<file path="src/rtl/pcfe_pkg.sv">
// Shared types and constants for the predictive coding free energy engine.
package pcfe_pkg;

  localparam int WORD_W     = 32;
  localparam int CFG_AW     = 2;
  localparam int DIV_STAGES = 2;
  localparam int MUL_STAGES = 2;
  localparam int CTL_DEPTH  = DIV_STAGES + MUL_STAGES;
  localparam int Q_SHIFT    = 16;

  localparam logic [CFG_AW-1:0] REG_LEVEL0_PRECISION = 2'd0;
  localparam logic [CFG_AW-1:0] REG_LEVEL1_PRECISION = 2'd1;
  localparam logic [CFG_AW-1:0] REG_LEVEL2_PRECISION = 2'd2;
  localparam logic [CFG_AW-1:0] REG_ENERGY_CEILING   = 2'd3;

  localparam logic [WORD_W-1:0] LEVEL0_PRECISION_RST = 32'h0001_0000;
  localparam logic [WORD_W-1:0] LEVEL1_PRECISION_RST = 32'h0000_8000;
  localparam logic [WORD_W-1:0] LEVEL2_PRECISION_RST = 32'h0000_4000;
  localparam logic [WORD_W-1:0] ENERGY_CEILING_RST   = 32'h0008_0000;

  localparam logic ACT_ELEMENT = 1'b0;
  localparam logic ACT_CLEAR   = 1'b1;

  typedef struct packed {
    logic signed [WORD_W-1:0] level0;
    logic signed [WORD_W-1:0] level1;
    logic signed [WORD_W-1:0] level2;
  } pcfe_prec_t;

  typedef struct packed {
    logic              valid;
    logic              clear;
    logic              done;
    logic [WORD_W-1:0] mean;
  } pcfe_ctl_t;

endpackage

</file>
<file path="src/rtl/pcfe_div.sv">
// Two-stage division of a 32-bit value by the constant DIM through a reciprocal multiply.
module pcfe_div #(
  parameter int DIM = 16
) (
  input  logic                        clk,
  input  logic                        adv,
  input  logic [pcfe_pkg::WORD_W-1:0] num_in,
  output logic [pcfe_pkg::WORD_W-1:0] quo
);

  localparam int W     = pcfe_pkg::WORD_W;
  localparam int SHIFT = $clog2(DIM);
  localparam int RW    = W + 1;
  localparam logic [W:0] RECIP =
    RW'(((65'd1 << (W + SHIFT)) / 65'(DIM)) + 65'd1);

  logic [2*W-1:0] prod;
  logic [W-1:0]   num_hi;
  logic [2*W:0]   full;

  assign full = {1'b0, prod} + {1'b0, num_hi, {W{1'b0}}};

  always_ff @(posedge clk) begin
    if (adv) begin
      prod   <= num_in * RECIP[W-1:0];
      num_hi <= RECIP[W] ? num_in : '0;
      quo    <= W'(full >> (W + SHIFT));
    end
  end

endmodule

</file>
<file path="config.mk">
export PLATFORM = sky130hd
export DESIGN_NAME = pcfe_div
export DESIGN_NICKNAME = d
export VERILOG_FILES = /design/src/rtl/pcfe_pkg.sv /design/src/rtl/pcfe_div.sv
export SDC_FILE = /design/constraint.sdc
export NUM_CORES = 1
export LEC_CHECK = 0
export ABC_AREA = 1
export ABC_CLOCK_PERIOD_IN_PS = 800
export BUFFER_PORTS_ARGS = -buffer_cell sky130_fd_sc_hd__buf_2
export CAP_MARGIN = 10
export CORE_MARGIN = 3
export CORE_UTILIZATION = 42
export DETAILED_ROUTE_END_ITERATION = 16
export PLACE_DENSITY = 0.7
export SYNTH_ARGS = -nofsm -noshare
export SYNTH_HDL_FRONTEND = slang
export SYNTH_SLANG_ARGS = --single-unit
</file>
<file path="constraint.sdc">
create_clock -name clk -period 0.8 [get_ports clk]
set_clock_uncertainty 0.1 [all_clocks]
set_input_delay 0 -clock clk [delete_from_list [all_inputs] [get_ports clk]]
set_output_delay 0 -clock clk [all_outputs]
set_load 0.01 [all_outputs]
</file>
==> summary.txt, run 1 <==
Floorplanning
  – Initial Util: 45.2%
  – # rows: 22
  – Die Height: 69.9 um
  – Core footprint: 3800 um^2
  – Die width: 69.9 um
  – DIE AREA: 4890 um^2
  – Ports: 66

Detailed routing
  – Post-DRT Antenna Nets: 0
  – Routed length per instance: 13.5 um
  – DRC: 0
  – Pre-antenna DRT Iters: 2
  – Routed WL: 2.71 mm
  – 1st-iter DRT viols: 81
  – Vias: 849
  – Average vias per placed instance: 4.25

Finish
  – Nets@finish: 188
  – Commonest non-fill, non-tap cells in the layout: buf_2, edfxtp_1, dlygate4sd3_1
  – Ant diodes: 0
  – Commonest non-fill, non-tap cell in the layout: buf_2
  – Layout area overhead: 41.7%
  – Layout cell share with drive strength beyond 1: 42.1%
  – Cell area after layout: 2430 um^2
  – Core occupancy in the finished layout: 64.0%

Run status
  – Failing checks: setup timing
  – Status: finished, violations left

GRT
  – Vias in the first global route: 932
  – GR Overflow Total: 0
  – Global-route wire length before repair: 4.52 mm
  – Largest net degree at the start of global routing: 31
  – GRT Total Usage: 12.4%
  – Initial antenna violation count: 0

Place
  – Gpl congestion: 0.644
  – Post-Place Cell Area: 2080 um^2
  – PortBufs: 57

CTS
  – Max Buffers Root-to-Sink: 2
  – Post-CTS sizing: 0
  – Clock sinks: 56
  – Postcts setup bufs: 0
  – Total CTS buffers: 5
  – Clk pin slew, worst setup/hold paths: 0.08 ns
  – Root buffer cell: clkbuf_8
  – CTS tree: built
  – CTS HTree Levels: 2
  – Clk Latency, worst-skew pair: 0.29 ns

STA
  – Crit share post-route: 116%
  – Final setup fails: 28
  – Min cycle time layout: 0.930 ns
  – Min Hold Slack: 0.0848 ns
  – Fmax: 1080 MHz
  – RSZ-0062 raised after global routing: yes
  – Final Hold Viols: 0
  – PnR worst setup slack: -0.130 ns
  – Slew Viols, Final: 0

Critical path
  – Critical-path top delay cell: edfxtp_1
  – Worst Path Arrival: 0.83 ns
  – CP endpoint kind: output pin
  – Top delay family on crit path: flip-flops
  – Crit path required time: 0.70 ns
  – CP Cell Sequence: buf_2
  – Slowest stage delay, CP: 0.39 ns
  – Crit-path max FO: 1
  – WS Path Type: flip-flop to output pin
  – CP startpoint: quo[14]
  – CP bufs+invs: 1
  – Critical Path Start Type: flip-flop
  – FF-to-FF Start: prod[9]

Flow run
  – Max_cap viols: 0

Power and ir drop
  – P_int: 4.26 mW
  – Power Density: 2150 nW/um^2
  – Clk pwr share: 25.1%
  – Combinational share of power: 7.6%
  – Total power: 5.23 mW
  – Switching power: 0.975 mW
  – Sequential power share: 67.3%
  – P_leak: 0.957 nW
  – VDD IR max: 1.38 mV
  – Sw frac: 18.6%

Yosys
  – Cells after synthesis: 61
  – Cell variety after synth: 3
  – Number of synthesized register bits: 56
  – YS warnings: 0
  – Synthesized area: 1720 um^2
  – Syn Area/Cell: 28.1 um^2
  – Sequential share of the synthesized area: 98.0%

Min path
  – Min-delay src: adv
  – Hold crit path type: input pin to flip-flop
## repair_timing
action / 4_1_cts / 5_1_grt
hold buffers: 28 / 0
pin swaps: 0 / 0
setup endpoints to repair: 28 / 28
endpoints found under the hold margin: 28 / 0
## kinds of logic after synthesis
group,Yosys count,share of synthesized area (%)
other,1,0.219
flip-flops,56,98.0
buffers and inverters,4,1.75
## per-layer routing
metal,GRT usage (%),wire [um],share of wire (%),up-vias
met3,5.76,261,9.6,3
li1,-,-,-,412
met2,21.3,1480,55,40
met1,13.6,942,35,394
met4,3.83,25,0.92,0
met5,0,0,0,-
## area by class of cell
| type | instances | area [um^2] |
|---|---|---|
| Clock buffer | 5 | 68.8 |
| Fill cell | 274 | 1370 |
| Multi-Input combinational cell | 4 | 15.0 |
| Sequential cell | 56 | 1680 |
| Tap cell | 48 | 60.1 |
| Timing Repair Buffer | 87 | 606 |
## final timing paths
check	endpoint	slack, ns	cells past startpoint
setup / recovery	quo[14]	-0.13	1
hold / removal	prod[21]	0.08	2
hold reg to reg	quo[2]	0.32	0
setup reg to reg	quo[5]	0.07	0
## cells in the mapped netlist
library cell	number	area [um^2]
conb_1	1	3.75
buf_4	4	30.0
edfxtp_1	56	1680
## registers in the layout, summed over array words and instances (netlist names)
signal  flops
prod       28
quo        28
## through the flow
step,TNS (ns),instances,setup WS [ns]
6_report,-2.79,200,-0.130
5_1_grt,-4.12,200,-0.174
4_1_cts,-3.20,200,-0.143
3_5_place_dp,0,167,0.0375
3_3_place_gp,0,167,0.0570
2_1_floorplan,0,64,0.111
## power by group through the flow
stage               Sequential (mW)  Combinational (mW)  Clock (mW)
detailed placement             3.59               0.298           0
CTS                            3.53               0.403        1.35
floorplan                      3.64              0.0226           0
global placement               3.58               0.288           0
finish                         3.52               0.399        1.31
global route                   3.55               0.436        1.50
No activity file was read; power rests on OpenSTA's default activity.
==> inputs of run 2 (changes only) <==
SETUP_SLACK_MARGIN = 0.3   (was unset)
==> run 2 against run 1 <==
  * The run ends with hold timing, setup timing left
  * Combinational power shrank 27%
  * Sequential power is essentially flat
  * Global-route usage shrank 1.8 points
  * Setup slack gained 0.0014 ns
  * Die area is the same
  * Largest cell class unchanged
  * Highest routed layer unchanged
==> summary.txt, run 2 (same netlist as run 1, synthesis figures left out) <==
Detailed routing
  – DRC: 0
  – Vias: 734
  – 1st-iter DRT viols: 81
  – Pre-antenna DRT Iters: 2
  – Post-DRT Antenna Nets: 0
  – Routed WL: 2.31 mm
  – Routed length per instance: 13.4 um
  – Average vias per placed instance: 4.27

CTS
  – Post-CTS sizing: 0
  – Clk pin slew, worst setup/hold paths: 0.08 ns
  – Postcts setup bufs: 0
  – Max Buffers Root-to-Sink: 2
  – Clock sinks: 56
  – CTS HTree Levels: 2
  – Total CTS buffers: 5
  – Root buffer cell: clkbuf_8
  – Clk Latency, worst-skew pair: 0.29 ns
  – CTS tree: built

STA
  – Post-route setup TNS: -2.70 ns
  – Min Hold Slack: -0.221 ns
  – Slew Viols, Final: 0
  – RSZ-0062 raised after global routing: yes
  – Final setup fails: 28
  – Crit share post-route: 116%
  – Min cycle time layout: 0.929 ns
  – Fmax: 1080 MHz
  – PnR worst setup slack: -0.129 ns
  – Final Hold Viols: 28

Power and ir drop
  – Power Density: 2370 nW/um^2
  – Sw frac: 18.4%
  – Sequential power share: 68.9%
  – P_leak: 0.840 nW
  – VDD IR max: 1.53 mV
  – P_int: 4.17 mW
  – Clk pwr share: 25.4%
  – Switching power: 0.938 mW
  – Combinational share of power: 5.7%

Floorplanning
  – Die width: 69.9 um
  – Die Height: 69.9 um
  – Initial Util: 45.2%
  – # rows: 22
  – DIE AREA: 4890 um^2
  – Ports: 66
  – Core footprint: 3800 um^2

Finish
  – Layout area overhead: 25.4%
  – Storage element area: 1680 um^2
  – Nets@finish: 160
  – Ant diodes: 0
  – Commonest non-fill, non-tap cells in the layout: buf_2, edfxtp_1, clkbuf_8
  – Layout cell share with drive strength beyond 1: 51.6%
  – Multi-input logic area: 15.0 um^2
  – Largest registers: prod x28, quo x28
  – Cell area after layout: 2150 um^2
  – FILL cells: 300
  – Commonest non-fill, non-tap cell in the layout: buf_2

Min path
  – Hold crit path type: input pin to flip-flop

Critical path
  – Critical-path top delay cell: edfxtp_1
  – WS Path Type: flip-flop to output pin
  – Cells on worst reg2reg path: 0
  – CP startpoint: quo[14]
  – RR Endpoint: quo[8]
  – Worst Path Arrival: 0.83 ns
  – Crit. path cell count: 1
  – R2R setup slack: 0.07 ns
  – FF-to-FF Start: prod[12]
  – Critical Path Start Type: flip-flop
  – Top delay family on crit path: flip-flops
  – Slowest stage delay, CP: 0.39 ns
  – CP endpoint kind: output pin
  – CP Cell Sequence: buf_2
  – Crit-path max FO: 1
  – Crit path required time: 0.70 ns
  – CP bufs+invs: 1
  – Crit path to: quo[14]

GRT
  – Vias in the first global route: 792
  – Global-route wire length before repair: 3.82 mm
  – GRT Total Usage: 10.5%
  – GR Overflow Total: 0
  – Largest net degree at the start of global routing: 31
  – Initial antenna violation count: 0

Place
  – Post-Place Cell Area: 2080 um^2
  – Gpl congestion: 0.644
  – PortBufs: 57

Run status
  – Status: finished, violations left
  – Failing checks: hold timing, setup timing

Flow run
  – Max_cap viols: 0
run 2: cell count changes in the layout (fill, tap and decap cells not counted), sizes merged:
cell | previous run | this run
dlygate4sd3 | 28 | 0
run 2: metal layers:
layer	share of wire (%)	GRT usage, %	up-vias
met1	37	12.3	335
met5	0	0	-
met2	49	16.1	40
li1	-	-	356
met3	13	6.33	3
met4	1.1	3.83	0
run 2: area by class of cell:
class,instances,share of cell area [%]
multi-input cells,4,0.698
clock buffers,5,3.20
flip-flops and latches,56,78.2
repair buffers,59,15.1
well taps,48,2.79
run 2: per-stage QoR:
stage               setup WS [ns]  total power, mW  instances  utilization (%)
finish                     -0.129             5.11        172             56.6
global route               -0.179             5.37        172             56.6
floorplan                   0.111             3.66         64                -
global placement           0.0570             3.87        167             54.8
CTS                        -0.143             5.18        172             56.6
detailed placement         0.0375             3.89        167             54.8
run 2: worst min-delay path by stage:
stage	start	endpoint	slack [ns]	cells past startpoint
2_1_floorplan	num_in[10]	prod[10]	-0.001	0
3_3_place_gp	num_in[23]	prod[23]	0.08	1
3_5_place_dp	num_in[23]	prod[23]	0.08	1
4_1_cts	num_in[23]	prod[23]	-0.23	1
5_1_grt	num_in[5]	prod[5]	-0.24	1
6_report	num_in[24]	prod[24]	-0.22	1
run 2: power groups by stage:
stage	clock network [mW]	logic [mW]	registers [mW]
2_1_floorplan	0	0.0226	3.64
6_report	1.29	0.291	3.52
3_3_place_gp	0	0.288	3.58
4_1_cts	1.35	0.298	3.53
5_1_grt	1.50	0.320	3.55
3_5_place_dp	0	0.298	3.59
