### config.mk
export PLATFORM = sky130hd
export DESIGN_NAME = pcfe_belief_mem
export DESIGN_NICKNAME = d
export VERILOG_FILES = /design/src/rtl/pcfe_pkg.sv /design/src/rtl/pcfe_belief_mem.sv
export SDC_FILE = /design/constraint.sdc
export NUM_CORES = 1
export LEC_CHECK = 0
export ABC_AREA = 1
export CAP_MARGIN = 30
export CORE_MARGIN = 1.5
export CORE_UTILIZATION = 53
export CTS_CLUSTER_SIZE = 10
export DETAILED_ROUTE_END_ITERATION = 10
export DONT_BUFFER_PORTS = 1
export PLACE_DENSITY = 0.68
export SYNTH_ARGS = -nofsm -noshare
export SYNTH_HDL_FRONTEND = slang
export SYNTH_SLANG_ARGS = --single-unit
### constraint.sdc
create_clock -name clk -period 6.1 [get_ports clk]
set_input_delay 0.61 -clock clk [delete_from_list [all_inputs] [get_ports clk]]
set_output_delay 0.61 -clock clk [all_outputs]
set_load 0.05 [all_outputs]
### src/rtl/pcfe_pkg.sv
// Shared types and constants for the predictive coding free energy engine.
package pcfe_pkg;

  localparam int WORD_W     = 32;
  localparam int CFG_AW     = 2;
  localparam int DIV_STAGES = 2;
  localparam int MUL_STAGES = 2;
  localparam int CTL_DEPTH  = DIV_STAGES + MUL_STAGES;
  localparam int Q_SHIFT    = 16;

  localparam logic [CFG_AW-1:0] REG_LEVEL0_PRECISION = 2'd0;
  localparam logic [CFG_AW-1:0] REG_LEVEL1_PRECISION = 2'd1;
  localparam logic [CFG_AW-1:0] REG_LEVEL2_PRECISION = 2'd2;
  localparam logic [CFG_AW-1:0] REG_ENERGY_CEILING   = 2'd3;

  localparam logic [WORD_W-1:0] LEVEL0_PRECISION_RST = 32'h0001_0000;
  localparam logic [WORD_W-1:0] LEVEL1_PRECISION_RST = 32'h0000_8000;
  localparam logic [WORD_W-1:0] LEVEL2_PRECISION_RST = 32'h0000_4000;
  localparam logic [WORD_W-1:0] ENERGY_CEILING_RST   = 32'h0008_0000;

  localparam logic ACT_ELEMENT = 1'b0;
  localparam logic ACT_CLEAR   = 1'b1;

  typedef struct packed {
    logic signed [WORD_W-1:0] level0;
    logic signed [WORD_W-1:0] level1;
    logic signed [WORD_W-1:0] level2;
  } pcfe_prec_t;

  typedef struct packed {
    logic              valid;
    logic              clear;
    logic              done;
    logic [WORD_W-1:0] mean;
  } pcfe_ctl_t;

endpackage

### src/rtl/pcfe_belief_mem.sv
// Middle belief memory: one write port, one registered read port with write bypass.
module pcfe_belief_mem #(
  parameter int DEPTH = 16,
  parameter int AW    = 4
) (
  input  logic                      clk,
  input  logic                      rst,
  input  logic                      re,
  input  logic [AW-1:0]             raddr,
  output logic [pcfe_pkg::WORD_W-1:0] rdata,
  input  logic                      we,
  input  logic [AW-1:0]             waddr,
  input  logic [pcfe_pkg::WORD_W-1:0] wdata
);

  logic [pcfe_pkg::WORD_W-1:0] mem [DEPTH];
  logic [DEPTH-1:0]            valid;

  always_ff @(posedge clk) begin
    if (we) begin
      mem[waddr] <= wdata;
    end
  end

  always_ff @(posedge clk) begin
    if (rst) begin
      valid <= '0;
    end else if (we) begin
      valid[waddr] <= 1'b1;
    end
  end

  always_ff @(posedge clk) begin
    if (re) begin
      if (we && (waddr == raddr)) begin
        rdata <= wdata;
      end else if (valid[raddr]) begin
        rdata <= mem[raddr];
      end else begin
        rdata <= '0;
      end
    end
  end

endmodule

==> results by group, run 1 <==
Critical path
  – Crit-path most repeated cell: nand3_1
  – Max stage delay cell, worst path: inv_6
  – CP max stage delay: 700 ps
  – Crit path kind: input port to flip-flop
  – Critical path arrival: 3160 ps
  – Startpoint Class: input port
  – Critical Path Sink Type: flip-flop
  – CP Cell Sequence: inv_6, nand2_1, nand3_1, nand3_1, nand3_1, nand2_2, nand3_1, nand2_1
  – Critical Path Fanout Max: 269
  – Req. time, crit path: 6420 ps

CTS
  – Clock Latency Late Sink: 580 ps
  – Clock buffer depth: 3
  – CTS sink count: 560
  – CTS Hold Buffers Added: 0
  – CTS tree: yes
  – Root buf cell: clkbuf_16
  – Post-CTS sizing: 0
  – Clock slew at reported path FFs: 50 ps
  – TritonCTS buffer count: 67
  – H-tree depth: 3
  – Total setup buffers inserted after CTS: 0

Drt
  – Via-per-instance ratio: 5.41
  – First-pass DRT Iterations: 7
  – Routed Antenna Nets: 0
  – Total wire length: 58600 um
  – Vias: 15841
  – Initial DRC Count: 1885
  – Wire length per cell: 20.0 um
  – Remaining routing DRC violations: 0

Finish
  – N_diodes: 0
  – Fill count: 3705
  – Layout Nets: 2353
  – Fin area: 26400 um2
  – Area growth from synthesis to layout: 8.64%
  – Layout cell share with drive strength beyond 1: 5.20%

Logic synthesis
  – Synthesized area: 24300 um2
  – Synthesized area per cell: 10.4 um2
  – Post-Synth XOR/XNOR Area: 0%
  – Yosys reg bits: 560
  – Synth Area in Compound Gates: 0.185%
  – Unique cell type count in the Yosys netlist: 22
  – Ys Warns: 0
  – Synthesized instance count: 2335
  – Adder-cell share of the synthesized area: 0%
  – Mapped Nets: 2379
  – Mux contribution to synthesized area: 0%
  – Synth Area in Simple Gates: 21.4%
  – Largest family of logic cells by synthesized area: simple AND/OR/NAND/NOR gates
  – Seq/Total Area, Yosys: 68.6%

Timing
  – Final Max Slew Viols: 0
  – Minimum clock period: 2850 ps
  – PnR worst setup slack: 3250 ps
  – Clock Skew: 19.5 ps
  – Worst-Margin Slew: 1020 ps
  – RSZ-0062 raised after global routing: no
  – FMAX: 351 MHz
  – Rel. slew slack: 31.9%
  – Period utilization: 46.7%
  – Setup-failing EPs final: 0
  – Sum of negative setup slack: 0 ps
  – Final Hold Viols: 0

Placed design
  – DP Worst Slack: 2890 ps
  – DP HPWL: 27500 um
  – Placed Area: 24500 um2
  – Port bufs: 0
  – Global placer's final weighted congestion: 0.789

Min path
  – Hold Crit Class: input port to flip-flop

Run status
  – Status: finished clean

Die
  – Starting Density: 53.6%
  – Die area: 47100 um2
  – Ports: 76
  – Die span in x: 217 um
  – DIE HEIGHT: 217 um
  – # rows: 78
  – Core Region: 45300 um2

Job
  – Max cap viols: 0

Power and ir drop
  – Peak supply drop: 0.230 mV
  – P_leak: 0.0111 uW
  – Power Total: 8280 uW
  – PD cells: 314 nW/um2

Global route
  – Largest net degree at the start of global routing: 270
  – First-pass GRT wire length: 89800 um
  – GRT Overall Usage: 25.4%
  – Vias in the first global route: 15408
  – Grt ovf: 0
  – Initial antenna violation count: 0
## metrics by stage
step / instances / util, % / hold slack, ps
3_3_place_gp: 2838 / 54.1 / 436
5_1_grt: 2929 / 58.3 / 90.0
6_report: 2929 / 58.3 / 121
4_1_cts: 2927 / 58.2 / 93.3
3_5_place_dp: 2838 / 54.1 / 443
2_1_floorplan: 2335 / - / 435
## routing by layer
layer	wire [um]	global-route usage, %
met5	0	0
met4	1740	9.17
met3	4900	4.79
met2	27600	40.7
met1	24300	34.7
## flip-flops by register name, indices dropped and copies added, names as in the netlist
register and flops:
rdata 32, mem 512, valid 16
## final timing paths
kind,from,to,slack (ps),cells after the start
max,raddr[0],rdata[5]$_DFFE_PP_,3250,8
min reg2reg,valid[3]$_SDFFE_PP0P_,valid[3]$_SDFFE_PP0P_,450,2
min,rst,valid[12]$_SDFFE_PP0P_,120,1
max reg2reg,valid[4]$_SDFFE_PP0P_,rdata[5]$_DFFE_PP_,4060,8
## power breakdown
group | total (uW) | switching [uW] | internal (uW)
Combinational | 365 | 247 | 118
Sequential | 4410 | 87.2 | 4320
Clock | 3500 | 1410 | 2090
## Yosys cell counts
| cell | instances | area, um2 |
|---|---|---|
| nor3_1 | 2 | 10.0 |
| nand2_1 | 762 | 2860 |
| nor2_1 | 49 | 184 |
| inv_1 | 403 | 1510 |
| buf_6 | 35 | 394 |
| o211ai_1 | 1 | 7.51 |
| a21oi_1 | 4 | 20.0 |
| nand3_1 | 426 | 2130 |
| inv_4 | 1 | 6.26 |
| dfxtp_1 | 16 | 320 |
| buf_2 | 54 | 270 |
| inv_2 | 2 | 7.51 |
| o21ai_1 | 1 | 5.00 |
| nand2_2 | 1 | 6.26 |
| inv_6 | 1 | 8.76 |
| o22ai_1 | 2 | 12.5 |
| buf_4 | 15 | 113 |
| buf_12 | 1 | 20.0 |
| nand3b_2 | 1 | 11.3 |
| buf_1 | 10 | 37.5 |
| clkbuf_1 | 4 | 15.0 |
| edfxtp_1 | 544 | 16300 |
## cells by family (layout without fill, tap and decap cells)
group / count (synthesis) / in the layout
buf+inv: 526 / 520
simple gates: 1241 / 1241
compound gates: 8 / 8
flops: 560 / 560
## layout by cell type, fill, tap and decap left out, drive strengths merged
master	synthesis	layout
edfxtp	544	544
o21ai	1	1
o211ai	1	1
dfxtp	16	16
clkbuf	4	84
nand3b	1	1
clkinv	0	2
inv	407	409
nand3	426	426
bufinv	0	1
o22ai	2	2
nand2	763	763
nor2	49	49
a21oi	4	4
nor3	2	2
buf	115	24
## critical path: cells and delay by family
family                 cells  cell delay, ps
buffers and inverters      1             700
and+or+nand+nor            7            1520
## layout make-up
cell class,count,area (um2),share of cell area [%]
tap,600,751,2.84
inverter,407,1540,5.82
clock buffer,84,1800,6.83
sequential,560,16700,63.1
multi-input combinational,1249,5370,20.3
clock inverter,5,55.1,0.209
timing repair buffer,24,220,0.834
Power figures use the tool's default switching activity.
==> run 2, diff against run 1 <==
--- a/config.mk
+++ b/config.mk
@@ -12,7 +12,7 @@
 export CTS_CLUSTER_SIZE = 10
 export DETAILED_ROUTE_END_ITERATION = 10
 export DONT_BUFFER_PORTS = 1
-export PLACE_DENSITY = 0.68
+export PLACE_DENSITY = 0.71
 export SYNTH_ARGS = -nofsm -noshare
 export SYNTH_HDL_FRONTEND = slang
 export SYNTH_SLANG_ARGS = --single-unit
==> constraint.sdc (replaced) <==
create_clock -name clk -period 2.55 [get_ports clk]
set_input_delay 0.255 -clock clk [delete_from_list [all_inputs] [get_ports clk]]
set_output_delay 0.255 -clock clk [all_outputs]
set_load 0.05 [all_outputs]
==> run 2 against run 1 <==
  * Combinational power increased to 3.0 times the previous value
  * Routed wire length down 0.11%
  * Die area unchanged
  * Global-route usage is essentially flat
  * Utilization increased by 1.5 points
  * Sequential share of layout area shrank 1.6 points
  * First-iteration DRC count decreased by 4.0%
  * Via count rose by 1.9%
  * Power grew 140%
  * Setup slack worse by 2800 ps
  * Clock skew increased by 8.6 ps
  * Critical path type unchanged
  * Largest cell class unchanged
  * Highest routed layer unchanged
==> results by group, run 2 (same netlist as run 1, synthesis figures left out) <==
Power and ir drop
  – Power Total: 20200 uW (+140%)
  – Peak supply drop: 0.540 mV (+130%)
  – P_leak: 0.0114 uW (+2.5%)
  – PD cells: 745 nW/um2 (+140%)

Critical path
  – Crit path buffers/inverters: 2 (+1)
  – Critical Path Fanout Max: 269 (unchanged)
  – Critical Path Sink Type: flip-flop
  – Crit path kind: input port to flip-flop
  – Startpoint Class: input port
  – CP max stage delay: 670 ps (-30 ps)
  – Critical path arrival: 2420 ps (-740 ps)
  – Max stage delay cell, worst path: inv_6
  – Crit-path most repeated cell: nand3_1
  – Req. time, crit path: 2900 ps (-3520 ps)
  – CP delay by family, top: buffers and inverters
  – Crit path from: raddr[0]
  – CP Cell Sequence: inv_6, buf_12, nand2_1, nand3_1, nand3_1, nand3_1, nand2_1, nand3_1, nand2_1
  – Reg2Reg Launch Point: valid[1]$_SDFFE_PP0P_

Placed design
  – Port bufs: 0 (unchanged)
  – DP HPWL: 29600 um (+7.5%)
  – Global placer's final weighted congestion: 0.835 (+5.9%)

CTS
  – Root buf cell: clkbuf_16
  – TritonCTS buffer count: 67 (unchanged)
  – H-tree depth: 3 (unchanged)
  – CTS sink count: 560 (unchanged)
  – Clock buffer depth: 3 (unchanged)
  – CTS tree: yes
  – Clock slew at reported path FFs: 60 ps (about the same)
  – Clock Latency Late Sink: 590 ps (about the same)

Drt
  – Total wire length: 58500 um (-0.11%)
  – Routed Antenna Nets: 0 (unchanged)
  – First-pass DRT Iterations: 5 (-2)
  – Via-per-instance ratio: 5.38 (-0.44%)
  – Vias: 16137 (+1.9%)
  – Initial DRC Count: 1809 (-4.0%)
  – Remaining routing DRC violations: 0 (unchanged)
  – Wire length per cell: 19.5 um (-2.4%)

Timing
  – Rel. slew slack: 25.9% (-6.0 points)
  – Minimum clock period: 2070 ps
  – Hold_ws: 30.5 ps (-90.8 ps)
  – Final Max Slew Viols: 0 (unchanged)
  – Sum of negative setup slack: 0 ps (unchanged)
  – Setup-failing EPs final: 0 (unchanged)
  – RSZ-0062 raised after global routing: no
  – FMAX: 483 MHz
  – Period utilization: 81.2%
  – Worst-Margin Slew: 1110 ps (+93.2 ps)
  – Final Hold Viols: 0 (unchanged)
  – Clock Skew: 28.1 ps (+8.56 ps)

Finish
  – Largest register FFs: 512 (unchanged)
  – Largest registers: mem x512, rdata x32, valid x16
  – Most frequent standard cell in the layout excluding fill and tap cells: nand2_1
  – Area growth from synthesis to layout: 11.4%
  – Layout cell share with drive strength beyond 1: 5.77% (+0.57 points)
  – Most frequent cells in the layout: 762 x nand2_1, 544 x edfxtp_1, 426 x nand3_1
  – Most flops, register: mem
  – Layout Nets: 2402 (+2.1%)
  – Fill count: 3610 (-2.6%)

Global route
  – Vias in the first global route: 15899 (+3.2%)
  – Initial antenna violation count: 3 (+3)
  – Largest net degree at the start of global routing: 270 (unchanged)
  – Grt ovf: 0 (unchanged)
  – First-pass GRT wire length: 90800 um (+1.2%)
  – GRT Overall Usage: 25.4% (+0.027 points)

Die
  – Starting Density: 53.6% (unchanged)
  – DIE HEIGHT: 217 um (unchanged)
  – Die span in x: 217 um (unchanged)
  – # rows: 78 (unchanged)
  – Core Region: 45300 um2 (unchanged)
  – Ports: 76 (unchanged)
  – Die area: 47100 um2 (unchanged)

Run status
  – Status: finished clean

Job
  – Max cap viols: 0 (unchanged)

Min path
  – Hold Startpoint: raddr[3]
  – Hold Crit Class: input port to flip-flop
==> run 2: cell types whose count changed in the layout (fill, tap and decap cells not counted), sizes merged <==
cell         delta
dlygate4sd3    +33
buf            +16
clkbuf         +10
bufinv          -1
clkinv          +6
diode           +4
==> run 2: metal layers <==
metal  global-route usage [%]  up-vias  share of wire [%]
li1                         -     7586                  -
met1                     34.3     7741                 40
met2                     41.5      695                 49
met3                     4.25      115                8.4
met4                     9.42        0                2.7
met5                        0        -                  0
==> run 2: report_power, final <==
part           internal (uW)  switching, uW
clock network           5000           3510
registers              10300            205
logic                    345            747
total                  15700           4470
==> run 2: layout make-up <==
class | count | area, um2 | area share, %
flip-flops and latches | 560 | 16700 | 61.5
multi-input cells | 1249 | 5370 | 19.8
clock buffers | 94 | 1840 | 6.81
inverters | 407 | 1540 | 5.67
repair buffers | 73 | 813 | 3.01
well taps | 600 | 751 | 2.77
clock inverters | 10 | 85.1 | 0.314
diodes | 4 | 10.0 | 0.0370
==> run 2: what timing repair did <==
| item | CTS | global route |
|---|---|---|
| resized for setup | 0 | 0 |
| hold endpoints to repair | 592 | 0 |
| setup buffers | 0 | 0 |
| hold buffers | 34 | 0 |
==> run 2: per-stage QoR <==
stage	utilization [%]	std cells	instance area (um2)	worst slack (ps)
5_1_grt	59.8	2996	27100	926
3_5_place_dp	54.7	2855	24800	663
3_3_place_gp	54.7	2855	24800	617
4_1_cts	59.7	2993	27100	934
6_report	59.8	2997	27100	480
2_1_floorplan	-	2335	24300	191
==> run 2: worst paths after layout <==
path / end / slack, ps / depth (start not counted)
worst max-delay path: rdata[9]$_DFFE_PP_ / 480 / 9
worst min-delay path: rdata[28]$_DFFE_PP_ / 30 / 4
worst max register to register: rdata[19]$_DFFE_PP_ / 1050 / 9
worst min register to register: valid[0]$_SDFFE_PP0P_ / 460 / 2
==> run 2: worst reg2reg max path, stage by stage, from the launching register on <==
cell	delay (ps)
dfxtp_1	330
inv_1	50
nand2_1	50
nand3_1	100
nand3_1	100
nand3_1	90
nand2_2	90
buf_4	290
nand3_1	160
nand2_1	100
